### src/hdl/assert_macros.svh
`ifndef ASSERT_MACROS_SVH
`define ASSERT_MACROS_SVH

// Concurrent assertion helpers, clocked on the rising edge and disabled in reset.
`ifndef SYNTHESIS
`define SAC_ASSERT(label, clk, rst, prop) \
  label: assert property (@(posedge clk) disable iff (rst) prop) \
    else $error("sac assertion failed");
`define SAC_ASSERT_IMP(label, clk, rst, ante, cons) \
  label: assert property (@(posedge clk) disable iff (rst) (ante) |-> (cons)) \
    else $error("sac implication failed");
`else
`define SAC_ASSERT(label, clk, rst, prop)
`define SAC_ASSERT_IMP(label, clk, rst, ante, cons)
`endif

`endif

### src/hdl/sac_pkg.sv
package sac_pkg;

  localparam int CODE_BITS = 8;
  localparam int POS_W     = (CODE_BITS > 1) ? $clog2(CODE_BITS) : 1;
  localparam int FIELD_W   = 8;
  localparam int FS_W      = 14;
  localparam int MV_W      = 14;
  localparam int PROD_W    = CODE_BITS + FS_W;
  localparam int DIGIT_W   = 4;
  localparam int REM_W     = 10;
  localparam int REM2_W    = 7;
  localparam int NUM_STAGES = 5;

  localparam logic [CODE_BITS-1:0] CODE_ONE = {{(CODE_BITS-1){1'b0}}, 1'b1};
  localparam logic [CODE_BITS-1:0] TOP_CODE = CODE_ONE << (CODE_BITS - 1);
  localparam logic [POS_W-1:0]     TOP_POS  = POS_W'(CODE_BITS - 1);

  localparam logic [MV_W-1:0] MV_LIMIT = MV_W'(9999);
  localparam logic [FS_W-1:0] FS_RESET = FS_W'(5000);

  localparam logic MODE_START  = 1'b0;
  localparam logic MODE_DECIDE = 1'b1;

  // Reciprocal multipliers for the decimal split; exact over 0..9999.
  localparam int THOU_MUL = 8389;
  localparam int THOU_SH  = 23;
  localparam int HUND_MUL = 41;
  localparam int HUND_SH  = 12;
  localparam int TENS_MUL = 205;
  localparam int TENS_SH  = 11;

  typedef struct packed {
    logic [FIELD_W-1:0]   trial_code;
    logic                 trigger;
    logic                 busy;
    logic                 done;
    logic [FIELD_W-1:0]   result_code;
    logic [CODE_BITS-1:0] code;
  } sac_event_t;

  typedef struct packed {
    sac_event_t         evt;
    logic [PROD_W-1:0]  prod;
    logic [MV_W-1:0]    mv;
    logic [REM_W-1:0]   rem;
    logic [DIGIT_W-1:0] d_thou;
    logic [DIGIT_W-1:0] d_hund;
    logic [DIGIT_W-1:0] d_tens;
    logic [DIGIT_W-1:0] d_ones;
  } sac_item_t;

  function automatic logic [MV_W-1:0] thou_weight(input logic [DIGIT_W-1:0] d);
    logic [MV_W-1:0] w;
    unique case (d)
      4'd0:    w = MV_W'(0);
      4'd1:    w = MV_W'(1000);
      4'd2:    w = MV_W'(2000);
      4'd3:    w = MV_W'(3000);
      4'd4:    w = MV_W'(4000);
      4'd5:    w = MV_W'(5000);
      4'd6:    w = MV_W'(6000);
      4'd7:    w = MV_W'(7000);
      4'd8:    w = MV_W'(8000);
      4'd9:    w = MV_W'(9000);
      default: w = MV_W'(0);
    endcase
    return w;
  endfunction

  function automatic logic [REM_W-1:0] hund_weight(input logic [DIGIT_W-1:0] d);
    logic [REM_W-1:0] w;
    unique case (d)
      4'd0:    w = REM_W'(0);
      4'd1:    w = REM_W'(100);
      4'd2:    w = REM_W'(200);
      4'd3:    w = REM_W'(300);
      4'd4:    w = REM_W'(400);
      4'd5:    w = REM_W'(500);
      4'd6:    w = REM_W'(600);
      4'd7:    w = REM_W'(700);
      4'd8:    w = REM_W'(800);
      4'd9:    w = REM_W'(900);
      default: w = REM_W'(0);
    endcase
    return w;
  endfunction

  function automatic logic [REM2_W-1:0] tens_weight(input logic [DIGIT_W-1:0] d);
    logic [REM2_W-1:0] w;
    unique case (d)
      4'd0:    w = REM2_W'(0);
      4'd1:    w = REM2_W'(10);
      4'd2:    w = REM2_W'(20);
      4'd3:    w = REM2_W'(30);
      4'd4:    w = REM2_W'(40);
      4'd5:    w = REM2_W'(50);
      4'd6:    w = REM2_W'(60);
      4'd7:    w = REM2_W'(70);
      4'd8:    w = REM2_W'(80);
      4'd9:    w = REM2_W'(90);
      default: w = REM2_W'(0);
    endcase
    return w;
  endfunction

endpackage

### src/hdl/sac_seq.sv
module sac_seq (
  input  logic                clk,
  input  logic                rst,
  input  logic                accept,
  input  logic                mode,
  input  logic                comp_high,
  input  logic                skip,
  output sac_pkg::sac_event_t ev
);
  import sac_pkg::*;

  logic [CODE_BITS-1:0] approx_code;
  logic [CODE_BITS-1:0] approx_code_next;
  logic [POS_W-1:0]     bit_position;
  logic [POS_W-1:0]     bit_position_next;
  logic                 converting;
  logic                 converting_next;
  logic [POS_W-1:0]     pos_cur;
  logic [CODE_BITS-1:0] kept;

  always_comb begin
    approx_code_next  = approx_code;
    bit_position_next = bit_position;
    converting_next   = converting;
    ev                = '0;

    // Positions past the top bit cannot be produced here, but are folded back anyway.
    pos_cur = (int'(bit_position) >= CODE_BITS) ? TOP_POS : bit_position;
    kept    = comp_high ? approx_code : (approx_code & ~(CODE_ONE << pos_cur));

    priority if (mode == MODE_START) begin
      approx_code_next  = TOP_CODE;
      bit_position_next = TOP_POS;
      converting_next   = !skip;
      ev.trial_code     = FIELD_W'(TOP_CODE);
      ev.trigger        = 1'b1;
      ev.busy           = !skip;
      ev.done           = skip;
      ev.result_code    = skip ? FIELD_W'(TOP_CODE) : '0;
      ev.code           = TOP_CODE;
    end else if (!converting) begin
      ev.trial_code = FIELD_W'(approx_code);
      ev.code       = approx_code;
    end else if (pos_cur != '0) begin
      bit_position_next = pos_cur - 1'b1;
      approx_code_next  = kept | (CODE_ONE << (pos_cur - 1'b1));
      ev.trial_code     = FIELD_W'(approx_code_next);
      ev.busy           = 1'b1;
      ev.code           = approx_code_next;
    end else begin
      approx_code_next  = kept;
      bit_position_next = TOP_POS;
      converting_next   = 1'b0;
      ev.trial_code     = FIELD_W'(kept);
      ev.done           = 1'b1;
      ev.result_code    = FIELD_W'(kept);
      ev.code           = kept;
    end
  end

  always_ff @(posedge clk) begin
    if (rst) begin
      approx_code  <= '0;
      bit_position <= TOP_POS;
      converting   <= 1'b0;
    end else if (accept) begin
      approx_code  <= approx_code_next;
      bit_position <= bit_position_next;
      converting   <= converting_next;
    end
  end

endmodule

### src/hdl/sac_conv.sv
`include "assert_macros.svh"

module sac_conv (
  input  logic                     clk,
  input  logic                     rst,
  input  logic                     in_valid,
  output logic                     in_ready,
  input  sac_pkg::sac_event_t      ev,
  input  logic [sac_pkg::FS_W-1:0] full_scale,
  output logic                     out_valid,
  input  logic                     out_stall,
  output sac_pkg::sac_item_t       res
);
  import sac_pkg::*;

  logic [NUM_STAGES-1:0] valid;
  logic [NUM_STAGES-1:0] stage_ready;
  sac_item_t             stage      [NUM_STAGES];
  sac_item_t             stage_next [NUM_STAGES];

  logic [MV_W-1:0]       prod_hi;
  logic [MV_W-1:0]       mv_sat;
  logic [27:0]           thou_prod;
  logic [REM_W-1:0]      rem1;
  logic [15:0]           hund_prod;
  logic [REM2_W-1:0]     rem2;
  logic [15:0]           tens_prod;

  // A stage moves when it is empty or its successor moves.
  always_comb begin
    stage_ready[NUM_STAGES-1] = !valid[NUM_STAGES-1] || !out_stall;
    for (int k = NUM_STAGES - 2; k >= 0; k--) begin
      stage_ready[k] = !valid[k] || stage_ready[k+1];
    end
  end

  assign in_ready  = stage_ready[0];
  assign out_valid = valid[NUM_STAGES-1];
  assign res       = stage[NUM_STAGES-1];

  always_comb begin
    stage_next[0]     = '0;
    stage_next[0].evt = ev;

    stage_next[1]      = stage[0];
    stage_next[1].prod = PROD_W'(stage[0].evt.code) * PROD_W'(full_scale);

    // Saturate, forcing zero for items that are not done, then pull the thousands digit with a reciprocal multiply.
    prod_hi   = stage[1].prod[PROD_W-1:CODE_BITS];
    mv_sat    = !stage[1].evt.done ? '0 : ((prod_hi > MV_LIMIT) ? MV_LIMIT : prod_hi);
    thou_prod = 28'(mv_sat) * 28'(THOU_MUL);
    stage_next[2]        = stage[1];
    stage_next[2].mv     = mv_sat;
    stage_next[2].d_thou = thou_prod[THOU_SH +: DIGIT_W];

    rem1      = REM_W'(stage[2].mv - thou_weight(stage[2].d_thou));
    hund_prod = 16'(rem1) * 16'(HUND_MUL);
    stage_next[3]        = stage[2];
    stage_next[3].rem    = rem1;
    stage_next[3].d_hund = hund_prod[HUND_SH +: DIGIT_W];

    rem2      = REM2_W'(stage[3].rem - hund_weight(stage[3].d_hund));
    tens_prod = 16'(rem2) * 16'(TENS_MUL);
    stage_next[4]        = stage[3];
    stage_next[4].d_tens = tens_prod[TENS_SH +: DIGIT_W];
    stage_next[4].d_ones = DIGIT_W'(rem2 - tens_weight(tens_prod[TENS_SH +: DIGIT_W]));
  end

  always_ff @(posedge clk) begin
    if (rst) begin
      valid <= '0;
    end else begin
      if (stage_ready[0]) begin
        valid[0] <= in_valid;
      end
      for (int k = 1; k < NUM_STAGES; k++) begin
        if (stage_ready[k]) begin
          valid[k] <= valid[k-1];
        end
      end
    end
  end

  always_ff @(posedge clk) begin
    for (int k = 0; k < NUM_STAGES; k++) begin
      if (stage_ready[k]) begin
        stage[k] <= stage_next[k];
      end
    end
  end

  `SAC_ASSERT_IMP(a_done_code_match, clk, rst, out_valid && res.evt.done, res.evt.trial_code == res.evt.result_code)
  `SAC_ASSERT_IMP(a_idle_fields_zero, clk, rst, out_valid && !res.evt.done, (res.mv == '0) && (res.evt.result_code == '0))
  `SAC_ASSERT_IMP(a_mv_limit, clk, rst, out_valid, res.mv <= MV_LIMIT)
  `SAC_ASSERT_IMP(a_digits_sum, clk, rst, out_valid, (MV_W'(res.d_thou) * MV_W'(1000) + MV_W'(res.d_hund) * MV_W'(100) + MV_W'(res.d_tens) * MV_W'(10) + MV_W'(res.d_ones)) == res.mv)
  `SAC_ASSERT_IMP(a_not_busy_and_done, clk, rst, out_valid, !(res.evt.busy && res.evt.done))

endmodule

### src/hdl/sar_adc_control_to_bcd_mv_top.sv
// Successive-approximation controller with millivolt and BCD readout. Every
// request yields exactly one result, in order. A start request (mode 0) raises
// trigger and drives the top bit as trial code; each decision request (mode 1)
// keeps or clears the bit on trial and sets the next lower one, and the eighth
// decision reports the final code, its value in millivolts (code times
// full_scale_mv over 256, truncated, capped at 9999) and four BCD digits. A
// request can be taken every cycle while the result side does not stall; its
// result passes through the five-stage pipeline (request register, product,
// saturation and thousands digit, hundreds digit, tens and ones digits in the
// result register). A stalled result side holds up to five requests before
// the request side stalls. full_scale_mv resets to 5000; the user must write it
// only while no request is in flight, as the block does not enforce this.
module sar_adc_control_to_bcd_mv_top (
  input  logic                        clk,
  input  logic                        rst,
  input  logic                        req_valid,
  output logic                        req_stall,
  input  logic                        mode,
  input  logic                        comp_high,
  input  logic                        skip,
  input  logic                        cfg_valid,
  output logic                        cfg_ready,
  input  logic [sac_pkg::FS_W-1:0]    full_scale_mv,
  output logic                        res_valid,
  input  logic                        res_stall,
  output logic [sac_pkg::FIELD_W-1:0] trial_code,
  output logic                        trigger,
  output logic                        busy_res,
  output logic                        done_res,
  output logic [sac_pkg::FIELD_W-1:0] result_code,
  output logic [sac_pkg::MV_W-1:0]    millivolts,
  output logic [sac_pkg::DIGIT_W-1:0] digit_thousands,
  output logic [sac_pkg::DIGIT_W-1:0] digit_hundreds,
  output logic [sac_pkg::DIGIT_W-1:0] digit_tens,
  output logic [sac_pkg::DIGIT_W-1:0] digit_ones
);
  import sac_pkg::*;

  logic            accept;
  logic            conv_ready;
  logic [FS_W-1:0] full_scale;
  sac_event_t      ev;
  sac_item_t       res;

  assign cfg_ready = 1'b1;
  assign req_stall = !conv_ready;
  assign accept    = req_valid && conv_ready;

  always_ff @(posedge clk) begin
    if (rst) begin
      full_scale <= FS_RESET;
    end else if (cfg_valid && cfg_ready) begin
      full_scale <= full_scale_mv;
    end
  end

  sac_seq u_seq (
    .clk       (clk),
    .rst       (rst),
    .accept    (accept),
    .mode      (mode),
    .comp_high (comp_high),
    .skip      (skip),
    .ev        (ev)
  );

  sac_conv u_conv (
    .clk        (clk),
    .rst        (rst),
    .in_valid   (accept),
    .in_ready   (conv_ready),
    .ev         (ev),
    .full_scale (full_scale),
    .out_valid  (res_valid),
    .out_stall  (res_stall),
    .res        (res)
  );

  assign trial_code      = res.evt.trial_code;
  assign trigger         = res.evt.trigger;
  assign busy_res        = res.evt.busy;
  assign done_res        = res.evt.done;
  assign result_code     = res.evt.result_code;
  assign millivolts      = res.mv;
  assign digit_thousands = res.d_thou;
  assign digit_hundreds  = res.d_hund;
  assign digit_tens      = res.d_tens;
  assign digit_ones      = res.d_ones;

endmodule

### config.mk
export PLATFORM = sky130hd
export DESIGN_NAME = sar_adc_control_to_bcd_mv_top
export DESIGN_NICKNAME = d
export VERILOG_FILES = /design/src/hdl/sac_pkg.sv /design/src/hdl/sac_seq.sv /design/src/hdl/sac_conv.sv /design/src/hdl/sar_adc_control_to_bcd_mv_top.sv
export VERILOG_INCLUDE_DIRS = /design/src /design/src/hdl
export SDC_FILE = /design/constraint.sdc
export NUM_CORES = 1
export LEC_CHECK = 0
export BUFFER_PORTS_ARGS = -buffer_cell sky130_fd_sc_hd__buf_2
export CELL_PAD_IN_SITES_DETAIL_PLACEMENT = 0
export CELL_PAD_IN_SITES_GLOBAL_PLACEMENT = 1
export CORE_ASPECT_RATIO = 1.4
export CORE_MARGIN = 2
export CORE_UTILIZATION = 30
export CTS_BUF_LIST = sky130_fd_sc_hd__clkbuf_8
export DETAILED_ROUTE_END_ITERATION = 8
export PLACE_DENSITY = 0.54
export SLEW_MARGIN = 10
export SYNTH_ARGS = -nofsm -noshare
export SYNTH_HDL_FRONTEND = slang
export SYNTH_SLANG_ARGS = --single-unit
### constraint.sdc
create_clock -name clk -period 7.7 [get_ports clk]
set_input_delay 1.925 -clock clk [delete_from_list [all_inputs] [get_ports clk]]
set_output_delay 1.925 -clock clk [all_outputs]
set_load 0.05 [all_outputs]
==> After elaboration in Yosys (flattened, before gate mapping) <==
Memories as Yosys holds them, arrays and structs flattened.
Cells that the tools add are included.
{ "word_totals": {"reg_bits": 31, "latchBits": 0, "ram_bits": 445, "mem_bits_ro": 400, "in_bits": 22, "mem_count": 4} }
{ "op_classes": {"add_sub_neg": 4, "mul": 4, "div": 0, "magnitude_cmp": 1, "eq_ne": 1, "shifts": 2, "mux": 27, "bitwise": 3, "reduce_logical": 16} }
{ "memory_table": {"columns": ["memory", "words", "width", "read_ports", "rd_clocked_by_memory_dff", "write_ports", "line", "text"], "rows": [
  ["u_conv.stage", 5, 89, 5, 0, 5, "sac_conv.sv:18", "sac_item_t stage [NUM_STAGES];"],
  ["(no name shown)", 16, 11, 1, 0, 0, "sac_pkg.sv:54", "unique case (d)"],
  ["(no name shown)", 16, 8, 1, 0, 0, "sac_pkg.sv:72", "unique case (d)"],
  ["(no name shown)", 16, 6, 1, 0, 0, "sac_pkg.sv:90", "unique case (d)"]
]} }
{ "ops": {"columns": ["operator", "n"], "rows": [
  ["8-bit two-way mux", 5],
  ["14-bit two-way mux", 2],
  ["14-bit by 14-bit multiplier with 27-bit output, second input constant", 1],
  ["8-bit by 14-bit multiplier with 22-bit output", 1],
  ["18-bit two-way mux", 1],
  ["10-bit by 6-bit multiplier with 16-bit output, second input constant", 1],
  ["1-bit by 3-bit << shifter with 8-bit output, first input constant", 2],
  ["7-bit by 8-bit multiplier with 15-bit output, second input constant", 1],
  ["14-bit > comparator, second input constant", 1],
  ["1-bit two-way mux", 14],
  ["10-bit two-way mux", 1],
  ["10-bit subtractor", 1],
  ["3-bit two-way mux", 3],
  ["9-bit two-way mux", 1],
  ["8-bit AND", 1],
  ["1-bit zero test", 8],
  ["8-bit NOT", 1],
  ["8-bit bitwise OR", 1],
  ["7-bit subtractor", 1],
  ["1-bit logical OR", 5],
  ["4-bit subtractor", 1],
  ["3-bit nonzero test", 1],
  ["3-bit by 1-bit subtractor with 3-bit output, second input constant", 1],
  ["2-bit by 1-bit != test with 1-bit output, second input constant", 1],
  ["other kinds (2)", 2]
]} }

==> Depth between registers and ports, before layout <==
Gate-level depths: netlist of the first run.
{ "logic_depth": {"depth_word": 8, "depth_mapped": 25} }

==> Hierarchy <==
Synthesis of the first run repeated with hierarchy kept, for this count alone.
{ "unflattened": {"hier_cells": 1529, "area_unflattened_um2": 19693.9} }
{ "modules_own_cells": {"columns": ["mod", "n_inst", "cells_per_inst", "area_each_um2"], "rows": [
  ["sac_conv", 1, 1349, 18107.4],
  ["sac_seq", 1, 131, 1049.8],
  ["sar_adc_control_to_bcd_mv_top", 1, 49, 536.8]
]} }

==> Worst setup path before layout of the first run <==
Ideal clock, no wire load.
{ "synth_timing": {"kind": "input-to-output", "from": "in res_stall", "to": "out req_stall", "t_arrival_ns": 3.860, "t_required_ns": 5.775, "setup_slack_ns": 1.915, "path_stages": 4, "path_cell_list": "and3_1 > clkbuf_1 > nand4_1 > inv_1"} }
{ "synth_between": {"elab_chain_len": 7} }
{ "synth_lines": {"columns": ["item", "line", "text"], "rows": [
  ["from (decl)", "sar_adc_control_to_bcd_mv_top.sv:25", "input logic res_stall,"],
  ["1-bit zero test", "sac_conv.sv:31", "stage_ready[NUM_STAGES-1] = !valid[NUM_STAGES-1] || !out_stall;"],
  ["1-bit logical OR", "sac_conv.sv:31", null],
  ["1-bit logical OR (4 in series)", "sac_conv.sv:33", "stage_ready[k] = !valid[k] || stage_ready[k+1];"],
  ["1-bit zero test", "sar_adc_control_to_bcd_mv_top.sv:46", "assign req_stall = !conv_ready;"],
  ["to (decl)", "sar_adc_control_to_bcd_mv_top.sv:17", "output logic req_stall,"]
]} }
Every way passes these cells.

==> report_table.html, run 1 <==
<table>
<tr><th>Metric</th><th>Value</th></tr>
<tr><th colspan="2">Placed design</th></tr>
<tr><td>Detailed placer's ending HPWL</td><td>25.3 mm</td></tr>
<tr><td>Routability congestion estimate from global placement</td><td>0.800</td></tr>
<tr><td>Count of input and output buffers</td><td>72</td></tr>
<tr><td>Placed instance area</td><td>16100 sq um</td></tr>
<tr><td>Setup slack after placement</td><td>1.67 ns</td></tr>
<tr><th colspan="2">Routing</th></tr>
<tr><td>Vias after detailed routing</td><td>9155</td></tr>
<tr><td>Number of routed nets with antenna violations</td><td>0</td></tr>
<tr><td>Mean number of vias per cell</td><td>4.48</td></tr>
<tr><td>Detailed-route wire length per cell</td><td>15.6 um</td></tr>
<tr><td>Number of design rule violations left after detail routing</td><td>0</td></tr>
<tr><td>Wire length reported by the detailed router</td><td>31.8 mm</td></tr>
<tr><td>First-pass iteration count of the detailed router</td><td>4</td></tr>
<tr><td>Initial DRC count</td><td>280</td></tr>
<tr><th colspan="2">Synth</th></tr>
<tr><td>Adder-cell share of the synthesized area</td><td>32.0%</td></tr>
<tr><td>Number of storage elements in the synthesis netlist</td><td>221</td></tr>
<tr><td>Simple logic cell fraction of the synthesized area</td><td>10.1%</td></tr>
<tr><td>Netlist area before placement</td><td>15400 sq um</td></tr>
<tr><td>Yosys synthesis warning count</td><td>0</td></tr>
<tr><td>Primary FF master, synth</td><td>sky130_fd_sc_hd__edfxtp_1</td></tr>
<tr><td>Post-synthesis cell type count</td><td>61</td></tr>
<tr><td>Area share of xor/xnor cells in the synthesized design</td><td>1.99%</td></tr>
<tr><td>Cells after Synth</td><td>1312</td></tr>
<tr><td>Count of flip-flops with a built-in enable after synthesis</td><td>190</td></tr>
<tr><td>Synthesized-area fraction occupied by ao, oa, aoi and oai cells</td><td>6.92%</td></tr>
<tr><td>Largest area contributor in the netlist</td><td>sky130_fd_sc_hd__edfxtp_1</td></tr>
<tr><td>Async set-reset flop share out of synthesis</td><td>0%</td></tr>
<tr><td>Share of synthesized area spent on multiplexers</td><td>0.659%</td></tr>
<tr><td>Share of synthesized area occupied by flip-flops and latches</td><td>41.1%</td></tr>
<tr><td>Dominant combinational cell family by area after synthesis</td><td>adder cells</td></tr>
<tr><td>Post-synth top area share</td><td>37.1%</td></tr>
<tr><td>Avg Synthesized Cell Area</td><td>11.7 sq um</td></tr>
<tr><td>Net count of the mapped netlist</td><td>1664</td></tr>
<tr><td>Top cells by area, synth</td><td>sky130_fd_sc_hd__edfxtp_1 (37%), sky130_fd_sc_hd__ha_1 (18%), sky130_fd_sc_hd__fa_1 (14%)</td></tr>
<tr><th colspan="2">Power and ir drop</th></tr>
<tr><td>PD cells</td><td>437 nW/um^2</td></tr>
<tr><td>Part of the power in combinational logic</td><td>61.7%</td></tr>
<tr><td>Switching Power</td><td>3.20 mW</td></tr>
<tr><td>Internal power summed over all cells</td><td>4.22 mW</td></tr>
<tr><td>Leak pwr</td><td>8.45 nW</td></tr>
<tr><td>Sequential power share</td><td>22.6%</td></tr>
<tr><td>Clock share of power</td><td>15.7%</td></tr>
<tr><td>IR drop worst, VDD</td><td>0.000560 V</td></tr>
<tr><td>Sw Share</td><td>43.2%</td></tr>
<tr><td>Final total power</td><td>7.42 mW</td></tr>
<tr><th colspan="2">Clocking</th></tr>
<tr><td>Clock tree root buffer cell</td><td>sky130_fd_sc_hd__clkbuf_8</td></tr>
<tr><td>Post-cts resize count</td><td>0</td></tr>
<tr><td>Hold-fix buffers at CTS</td><td>0</td></tr>
<tr><td>Clock Pin Slew Worst Setup and Hold Paths</td><td>0.06 ns</td></tr>
<tr><td>Clk Latency, worst-skew pair</td><td>0.60 ns</td></tr>
<tr><td>Number of H-tree branching levels</td><td>2</td></tr>
<tr><td>Sink Count</td><td>221</td></tr>
<tr><td>Number of buffers inserted during clock tree synthesis</td><td>41</td></tr>
<tr><td>Setup Buffers After CTS</td><td>0</td></tr>
<tr><td>TritonCTS clock tree</td><td>done</td></tr>
<tr><td>Deepest clock path buffer count</td><td>3</td></tr>
<tr><th colspan="2">GRT</th></tr>
<tr><td>Pin count of the biggest net entering global routing</td><td>49</td></tr>
<tr><td>Wire length of the first global-routing pass</td><td>52.9 mm</td></tr>
<tr><td>Via count of the first global-routing pass</td><td>10000</td></tr>
<tr><td>Number of antenna violations at the first check in global routing</td><td>0</td></tr>
<tr><td>Total track usage</td><td>12.6%</td></tr>
<tr><td>Overall overflow remaining after global route</td><td>0</td></tr>
<tr><th colspan="2">Critical path</th></tr>
<tr><td>CP endpoint kind</td><td>register</td></tr>
<tr><td>Worst-path cell with the longest stage delay</td><td>sky130_fd_sc_hd__fa_1</td></tr>
<tr><td>CP peak stage delay</td><td>0.51 ns</td></tr>
<tr><td>Number of buffers and inverters on the critical path</td><td>4</td></tr>
<tr><td>Req. time, crit path</td><td>8.03 ns</td></tr>
<tr><td>Setup CP Type</td><td>reg -&gt; reg</td></tr>
<tr><td>Register-to-Register Setup Slack</td><td>1.66 ns</td></tr>
<tr><td>Family with the most delay on the worst path</td><td>adder cells</td></tr>
<tr><td>Crit start category</td><td>register</td></tr>
<tr><td>Maximum fanout along the worst path</td><td>4</td></tr>
<tr><td>Arrival time at the worst endpoint</td><td>6.37 ns</td></tr>
<tr><td>Most prevalent standard cell on the critical path</td><td>sky130_fd_sc_hd__ha_1</td></tr>
<tr><th colspan="2">Die</th></tr>
<tr><td>Core footprint</td><td>50900 sq um</td></tr>
<tr><td>Die extent in x</td><td>195 um</td></tr>
<tr><td>Area of the die</td><td>53200 sq um</td></tr>
<tr><td>Std cell rows</td><td>98</td></tr>
<tr><td>Number of top-level pins</td><td>74</td></tr>
<tr><td>Die extent in y</td><td>272 um</td></tr>
<tr><td>Starting Density</td><td>30.2%</td></tr>
<tr><th colspan="2">Timing</th></tr>
<tr><td>Minimum clock period</td><td>6.04 ns</td></tr>
<tr><td>Worst clock skew</td><td>0.0333 ns</td></tr>
<tr><td>Max Fclk</td><td>0.166 GHz</td></tr>
<tr><td>Tightest Pin Transition</td><td>0.950 ns</td></tr>
<tr><td>Setup violation total in the final timing report</td><td>0</td></tr>
<tr><td>Final cycle utilization of the critical path</td><td>78.4%</td></tr>
<tr><td>Final max-slew violation count</td><td>0</td></tr>
<tr><td>Hold violation total from the final report</td><td>0</td></tr>
<tr><td>Setup repair after global routing missed its margin</td><td>false</td></tr>
<tr><td>Worst relative slew slack</td><td>36.6%</td></tr>
<tr><td>Post-route setup slack</td><td>1.66 ns</td></tr>
<tr><td>Total Neg Setup Slack</td><td>0 ns</td></tr>
<tr><th colspan="2">Hold path</th></tr>
<tr><td>Worst Hold Class</td><td>reg -&gt; reg</td></tr>
<tr><th colspan="2">Finish</th></tr>
<tr><td>Fill cells</td><td>5132</td></tr>
<tr><td>Fraction of layout instances using a drive strength above 1</td><td>10.7%</td></tr>
<tr><td>Syn-to-layout area delta</td><td>10.4%</td></tr>
<tr><td>Utilization of the core after routing</td><td>33.4%</td></tr>
<tr><td>Summed area of non-filler cells in the final layout</td><td>17000 sq um</td></tr>
<tr><td>Final nets</td><td>1711</td></tr>
<tr><td>Antenna cells</td><td>0</td></tr>
<tr><th colspan="2">Outcome</th></tr>
<tr><td>Result of the run</td><td>finished, final reports clean</td></tr>
<tr><th colspan="2">Run</th></tr>
<tr><td>Max-cap viol count</td><td>0</td></tr>
</table>
==> per-layer routing <==
layer / global-route usage, % / vias to the layer above / share of wire, %
li1: - / 4539 / -
met1: 13.9 / 4437 / 40
met2: 24.1 / 132 / 54
met3: 2.37 / 47 / 3.5
met4: 4.10 / 0 / 2.6
met5: 0 / - / 0
==> final timing paths <==
path / depth (start not counted) / to / from
max: 25 / u_conv.stage[0][359] / u_conv.stage[0][276]
max reg2reg: 25 / u_conv.stage[0][359] / u_conv.stage[0][276]
min: 0 / u_conv.stage[0][177] / u_conv.stage[0][88]
min reg2reg: 0 / u_conv.stage[0][177] / u_conv.stage[0][88]
==> area by class of cell <==
cell class	instances	area [sq um]	area share [%]
Sequential cell	221	6330	37.2
Clock inverter	34	267	1.57
Tap cell	650	813	4.79
Timing Repair Buffer	76	390	2.30
Multi-Input combinational cell	844	7960	46.8
Clock buffer	42	578	3.40
Inverter	175	657	3.87
==> state kept, by name, indices dropped and copies added, names as in the netlist <==
signal              cells
u_seq.converting        1
u_conv.valid            5
u_seq.bit_position      3
u_conv.stage          190
u_seq.approx_code       8
full_scale             14
==> per-stage QoR <==
step | hold WS (ns) | cells
2_1_floorplan | 0.400 | 1312
3_3_place_gp | 0.401 | 1966
3_5_place_dp | 0.405 | 1966
4_1_cts | 0.398 | 2042
5_1_grt | 0.407 | 2042
6_report | 0.406 | 2042
==> power groups by stage <==
stage,logic [mW],registers (mW),clock network (mW)
after floorplan,3.65,1.67,0
after global placement,4.65,1.70,0
after detailed placement,4.68,1.70,0
after CTS,4.71,1.68,1.23
after global routing,5.31,1.68,1.28
final,4.58,1.67,1.17
==> layout by cell type, fill, tap and decap left out, drive strengths merged, types with 24 or more instances in the layout <==
master,Yosys,final
ha,223,223
a21oi,42,42
edfxtp,190,190
xnor2,24,24
dfxtp,31,31
o21ai,31,31
nand2,102,102
clkbuf,22,42
inv,175,184
buf,50,76
and2,65,65
fa,107,107
nor2,55,55
==> worst reg2reg max path, delay by kind of cell (launching register included) <==
kind / cells / cell delay, ns
adder cells (fa/ha/maj): 10 / 3.12
AO/OA/AOI/OAI: 5 / 0.88
AND/OR/NAND/NOR: 3 / 0.61
XOR/XNOR: 3 / 0.53
flip-flops: 1 / 0.41
buffers and inverters: 4 / 0.25
==> synth_stat cells, types with 6 or more instances <==
master and n:
sky130_fd_sc_hd__o21a_1 11, sky130_fd_sc_hd__fa_1 107, sky130_fd_sc_hd__xnor2_1 24, sky130_fd_sc_hd__nor2b_1 14
sky130_fd_sc_hd__nand2b_1 10, sky130_fd_sc_hd__a22oi_1 8, sky130_fd_sc_hd__ha_1 223, sky130_fd_sc_hd__dfxtp_1 31
sky130_fd_sc_hd__nor3_1 12, sky130_fd_sc_hd__a211o_1 7, sky130_fd_sc_hd__a21oi_1 42, sky130_fd_sc_hd__o21ai_1 8
sky130_fd_sc_hd__inv_1 175, sky130_fd_sc_hd__buf_4 47, sky130_fd_sc_hd__nand2_1 102, sky130_fd_sc_hd__a32o_1 6
sky130_fd_sc_hd__a21o_1 21, sky130_fd_sc_hd__o21ai_0 21, sky130_fd_sc_hd__nor2_1 55, sky130_fd_sc_hd__mux2i_1 9
sky130_fd_sc_hd__and2_1 65, sky130_fd_sc_hd__edfxtp_1 190, sky130_fd_sc_hd__and3_1 12, sky130_fd_sc_hd__xor2_1 11
sky130_fd_sc_hd__clkbuf_1 22, sky130_fd_sc_hd__nand3_1 13
==> kinds of logic after synthesis <==
logic type,count (synthesis)
mux,10
other cells,1
simple gates,311
fa+ha+maj,330
flops,221
buf+inv,247
xor+xnor,35
compound gates,157
Note: power is estimated with default switching activity, not from simulation.
==> inputs of run 2 (changes only) <==
--- a/config.mk
+++ b/config.mk
@@ -14,7 +14,7 @@
 export CORE_UTILIZATION = 30
 export CTS_BUF_LIST = sky130_fd_sc_hd__clkbuf_8
 export DETAILED_ROUTE_END_ITERATION = 8
-export PLACE_DENSITY = 0.54
+export PLACE_DENSITY = 0.56
 export SLEW_MARGIN = 10
 export SYNTH_ARGS = -nofsm -noshare
 export SYNTH_HDL_FRONTEND = slang
==> constraint.sdc (replaced) <==
create_clock -name clk -period 5 [get_ports clk]
set_input_delay 1.25 -clock clk [delete_from_list [all_inputs] [get_ports clk]]
set_output_delay 1.25 -clock clk [all_outputs]
set_load 0.05 [all_outputs]
==> report_table.html, run 2 (synthesized netlist as in run 1, its figures left out) <==
<table>
<tr><th>Metric</th><th>Value</th></tr>
<tr><th colspan="2">Outcome</th></tr>
<tr><td>Result of the run</td><td>complete, but fails checks (was finished, final reports clean)</td></tr>
<tr><td>Violated checks</td><td>negative setup slack</td></tr>
<tr><th colspan="2">Routing</th></tr>
<tr><td>Wire length reported by the detailed router</td><td>32.8 mm (was 31.8 mm)</td></tr>
<tr><td>Initial DRC count</td><td>269 (was 280)</td></tr>
<tr><td>Number of routed nets with antenna violations</td><td>0 (unchanged)</td></tr>
<tr><td>Number of design rule violations left after detail routing</td><td>0 (unchanged)</td></tr>
<tr><td>Vias after detailed routing</td><td>9803 (was 9155)</td></tr>
<tr><td>First-pass iteration count of the detailed router</td><td>4 (unchanged)</td></tr>
<tr><td>Detailed-route wire length per cell</td><td>14.9 um (was 15.6 um)</td></tr>
<tr><td>Mean number of vias per cell</td><td>4.47 (was 4.48)</td></tr>
<tr><th colspan="2">Die</th></tr>
<tr><td>Starting Density</td><td>30.2% (unchanged)</td></tr>
<tr><td>Number of top-level pins</td><td>74 (unchanged)</td></tr>
<tr><td>Area of the die</td><td>53200 sq um (unchanged)</td></tr>
<tr><td>Die extent in y</td><td>272 um (unchanged)</td></tr>
<tr><td>Std cell rows</td><td>98 (unchanged)</td></tr>
<tr><td>Core footprint</td><td>50900 sq um (unchanged)</td></tr>
<tr><td>Die extent in x</td><td>195 um (unchanged)</td></tr>
<tr><th colspan="2">GRT</th></tr>
<tr><td>Overall overflow remaining after global route</td><td>0 (unchanged)</td></tr>
<tr><td>GRT met2 Usage</td><td>24.3% (was 24.1%)</td></tr>
<tr><td>Pin count of the biggest net entering global routing</td><td>49 (unchanged)</td></tr>
<tr><td>Total track usage</td><td>12.7% (was 12.6%)</td></tr>
<tr><td>Via count of the first global-routing pass</td><td>10700 (was 10000)</td></tr>
<tr><td>Met1 layer usage reported by global route</td><td>13.8% (was 13.9%)</td></tr>
<tr><td>Routing layer with the top usage in global route</td><td>met2 (unchanged)</td></tr>
<tr><td>Number of antenna violations at the first check in global routing</td><td>0 (unchanged)</td></tr>
<tr><td>Wire length of the first global-routing pass</td><td>53.8 mm (was 52.9 mm)</td></tr>
<tr><td>Met3 track utilization from global routing</td><td>2.29% (was 2.37%)</td></tr>
<tr><th colspan="2">Timing</th></tr>
<tr><td>Setup violation total in the final timing report</td><td>9 (was 0)</td></tr>
<tr><td>Worst relative slew slack</td><td>32.2% (was 36.6%)</td></tr>
<tr><td>Worst clock skew</td><td>0.0180 ns (was 0.0333 ns)</td></tr>
<tr><td>Final cycle utilization of the critical path</td><td>111% (was 78.4%)</td></tr>
<tr><td>Minimum clock period</td><td>5.56 ns (was 6.04 ns)</td></tr>
<tr><td>Max Fclk</td><td>0.180 GHz (was 0.166 GHz)</td></tr>
<tr><td>Post-route setup slack</td><td>-0.558 ns (was 1.66 ns)</td></tr>
<tr><td>Final max-slew violation count</td><td>0 (unchanged)</td></tr>
<tr><td>Tightest Pin Transition</td><td>1.02 ns (was 0.950 ns)</td></tr>
<tr><td>Setup repair after global routing missed its margin</td><td>true (was false)</td></tr>
<tr><td>Hold WS</td><td>0.406 ns (about the same)</td></tr>
<tr><td>Hold violation total from the final report</td><td>0 (unchanged)</td></tr>
<tr><th colspan="2">Finish</th></tr>
<tr><td>Final nets</td><td>1863 (was 1711)</td></tr>
<tr><td>Register bank with the most flops</td><td>u_conv.stage (unchanged)</td></tr>
<tr><td>Syn-to-layout area delta</td><td>25.8% (was 10.4%)</td></tr>
<tr><td>Summed area of non-filler cells in the final layout</td><td>19400 sq um (was 17000 sq um)</td></tr>
<tr><td>Max reg flops</td><td>190 (unchanged)</td></tr>
<tr><td>Top Registers</td><td>u_conv.stage: 190 flops, full_scale: 14 flops, u_seq.approx_code: 8 flops (unchanged)</td></tr>
<tr><td>Fraction of layout instances using a drive strength above 1</td><td>28.9% (was 10.7%)</td></tr>
<tr><td>Utilization of the core after routing</td><td>38.0% (was 33.4%)</td></tr>
<tr><td>Antenna cells</td><td>0 (unchanged)</td></tr>
<tr><td>Leading cell types in the layout, fill and taps excluded</td><td>sky130_fd_sc_hd__edfxtp_1 (190), sky130_fd_sc_hd__inv_1 (162), sky130_fd_sc_hd__ha_1 (161) (was sky130_fd_sc_hd__ha_1 (223), sky130_fd_sc_hd__edfxtp_1 (190), sky130_fd_sc_hd__inv_1 (183))</td></tr>
<tr><td>Most common cell after layout, fill and taps aside</td><td>sky130_fd_sc_hd__edfxtp_1 (was sky130_fd_sc_hd__ha_1)</td></tr>
<tr><td>Fill cells</td><td>4962 (was 5132)</td></tr>
<tr><th colspan="2">Critical path</th></tr>
<tr><td>Crit start category</td><td>register (unchanged)</td></tr>
<tr><td>Register-to-Register Setup Slack</td><td>-0.56 ns (was 1.66 ns)</td></tr>
<tr><td>FF-to-FF Start</td><td>u_conv.stage[0][278] (was u_conv.stage[0][276])</td></tr>
<tr><td>CP endpoint kind</td><td>register (unchanged)</td></tr>
<tr><td>Crit path launch</td><td>u_conv.stage[0][278] (was u_conv.stage[0][276])</td></tr>
<tr><td>Critical Path End</td><td>u_conv.stage[0][359] (unchanged)</td></tr>
<tr><td>Depth of the worst register-to-register path</td><td>25 (unchanged)</td></tr>
<tr><td>Arrival time at the worst endpoint</td><td>5.87 ns (was 6.37 ns)</td></tr>
<tr><td>Endpoint of the lowest-slack register-to-register path</td><td>u_conv.stage[0][359] (unchanged)</td></tr>
<tr><td>Maximum fanout along the worst path</td><td>5 (was 4)</td></tr>
<tr><td>Setup CP Type</td><td>reg -&gt; reg (unchanged)</td></tr>
<tr><td>Req. time, crit path</td><td>5.31 ns (was 8.03 ns)</td></tr>
<tr><th colspan="2">Run</th></tr>
<tr><td>Max-cap viol count</td><td>0 (unchanged)</td></tr>
<tr><th colspan="2">Placed design</th></tr>
<tr><td>Setup slack after placement</td><td>-0.682 ns (was 1.67 ns)</td></tr>
<tr><td>Count of input and output buffers</td><td>72 (unchanged)</td></tr>
<tr><td>Routability congestion estimate from global placement</td><td>0.789 (was 0.800)</td></tr>
<tr><td>Placed instance area</td><td>17500 sq um (was 16100 sq um)</td></tr>
<tr><td>Detailed placer's ending HPWL</td><td>26.1 mm (was 25.3 mm)</td></tr>
<tr><th colspan="2">Clocking</th></tr>
<tr><td>Hold-fix buffers at CTS</td><td>0 (unchanged)</td></tr>
<tr><td>Number of buffers inserted during clock tree synthesis</td><td>41 (unchanged)</td></tr>
<tr><td>Clock tree root buffer cell</td><td>sky130_fd_sc_hd__clkbuf_8 (unchanged)</td></tr>
<tr><td>Clock Pin Slew Worst Setup and Hold Paths</td><td>0.06 ns (about the same)</td></tr>
<tr><td>Sink Count</td><td>221 (unchanged)</td></tr>
<tr><td>Number of H-tree branching levels</td><td>2 (unchanged)</td></tr>
<tr><td>Deepest clock path buffer count</td><td>3 (unchanged)</td></tr>
<tr><td>TritonCTS clock tree</td><td>done (unchanged)</td></tr>
<tr><td>Clk Latency, worst-skew pair</td><td>0.58 ns (was 0.60 ns)</td></tr>
<tr><th colspan="2">Hold path</th></tr>
<tr><td>Number of cells on the worst hold path</td><td>0 (unchanged)</td></tr>
<tr><td>Worst Hold Class</td><td>reg -&gt; reg (unchanged)</td></tr>
</table>
## run 2: area by class of cell
| type | instances | area (sq um) | share of cell area [%] |
|---|---|---|---|
| Sequential cell | 221 | 6330 | 32.7 |
| Tap cell | 650 | 813 | 4.20 |
| Inverter | 175 | 664 | 3.43 |
| Clock inverter | 30 | 298 | 1.54 |
| Timing Repair Buffer | 228 | 1570 | 8.11 |
| Clock buffer | 44 | 606 | 3.13 |
| Multi-Input combinational cell | 844 | 9080 | 46.9 |
## run 2: worst max-delay path, cell delays in order (launching register included)
cell and delay (ns):
sky130_fd_sc_hd__edfxtp_1 0.45, sky130_fd_sc_hd__nor2b_4 0.19, sky130_fd_sc_hd__a21o_1 0.13, sky130_fd_sc_hd__ha_2 0.16, sky130_fd_sc_hd__inv_2 0.04, sky130_fd_sc_hd__fa_2 0.35, sky130_fd_sc_hd__a21o_1 0.19, sky130_fd_sc_hd__a21oi_2 0.16
sky130_fd_sc_hd__xnor2_2 0.20, sky130_fd_sc_hd__ha_4 0.20, sky130_fd_sc_hd__fa_1 0.41, sky130_fd_sc_hd__ha_1 0.28, sky130_fd_sc_hd__inv_1 0.05, sky130_fd_sc_hd__fa_1 0.49, sky130_fd_sc_hd__inv_2 0.05, sky130_fd_sc_hd__ha_4 0.25
sky130_fd_sc_hd__a21oi_2 0.12, sky130_fd_sc_hd__o21ai_2 0.09, sky130_fd_sc_hd__buf_4 0.15, sky130_fd_sc_hd__o21a_1 0.19, sky130_fd_sc_hd__nor3_4 0.26, sky130_fd_sc_hd__a31oi_4 0.06, sky130_fd_sc_hd__ha_4 0.17, sky130_fd_sc_hd__fa_2 0.34
sky130_fd_sc_hd__xor2_2 0.16, sky130_fd_sc_hd__xnor2_1 0.13
## run 2: routing by layer
layer  routed length, um  up-vias  part of all wire [%]
li1                    -     4849                     -
met1               13100     4741                    40
met2               17600      141                    54
met3                1030       72                   3.2
met4                1050        0                   3.2
met5                   0        -                     0
## run 2: stage by stage
| stage | std cells | TNS (ns) |
|---|---|---|
| 3_3_place_gp | 2083 | -2.30 |
| 3_5_place_dp | 2083 | -3.09 |
| 5_1_grt | 2192 | -3.71 |
| 4_1_cts | 2179 | -2.01 |
| 6_report | 2192 | -1.49 |
| 2_1_floorplan | 1312 | -0.643 |
## run 2: timing repair
action | 4_1_cts | 5_1_grt
pin swaps | 42 | 53
hold endpoints to repair | 0 | 0
endpoints found under the setup margin | 10 | 13
cloned | 0 | 0
gates resized for setup | 48 | 71
buffers inserted | 23 | 13
## run 2: how the worst min path moves through the flow
stage,endpoint,start,slack [ns]
2_1_floorplan,u_conv.stage[0][159],u_conv.stage[0][70],0.40
3_3_place_gp,u_conv.stage[0][343],u_conv.stage[0][254],0.40
3_5_place_dp,u_conv.stage[0][163],u_conv.stage[0][74],0.40
4_1_cts,u_conv.stage[0][164],u_conv.stage[0][75],0.40
5_1_grt,u_conv.stage[0][265],u_conv.stage[0][176],0.39
6_report,u_conv.stage[0][165],u_conv.stage[0][76],0.41
Power of run 2 is not shown: default switching activity piles up to over one toggle a cycle in this logic, so the estimate is an artifact.
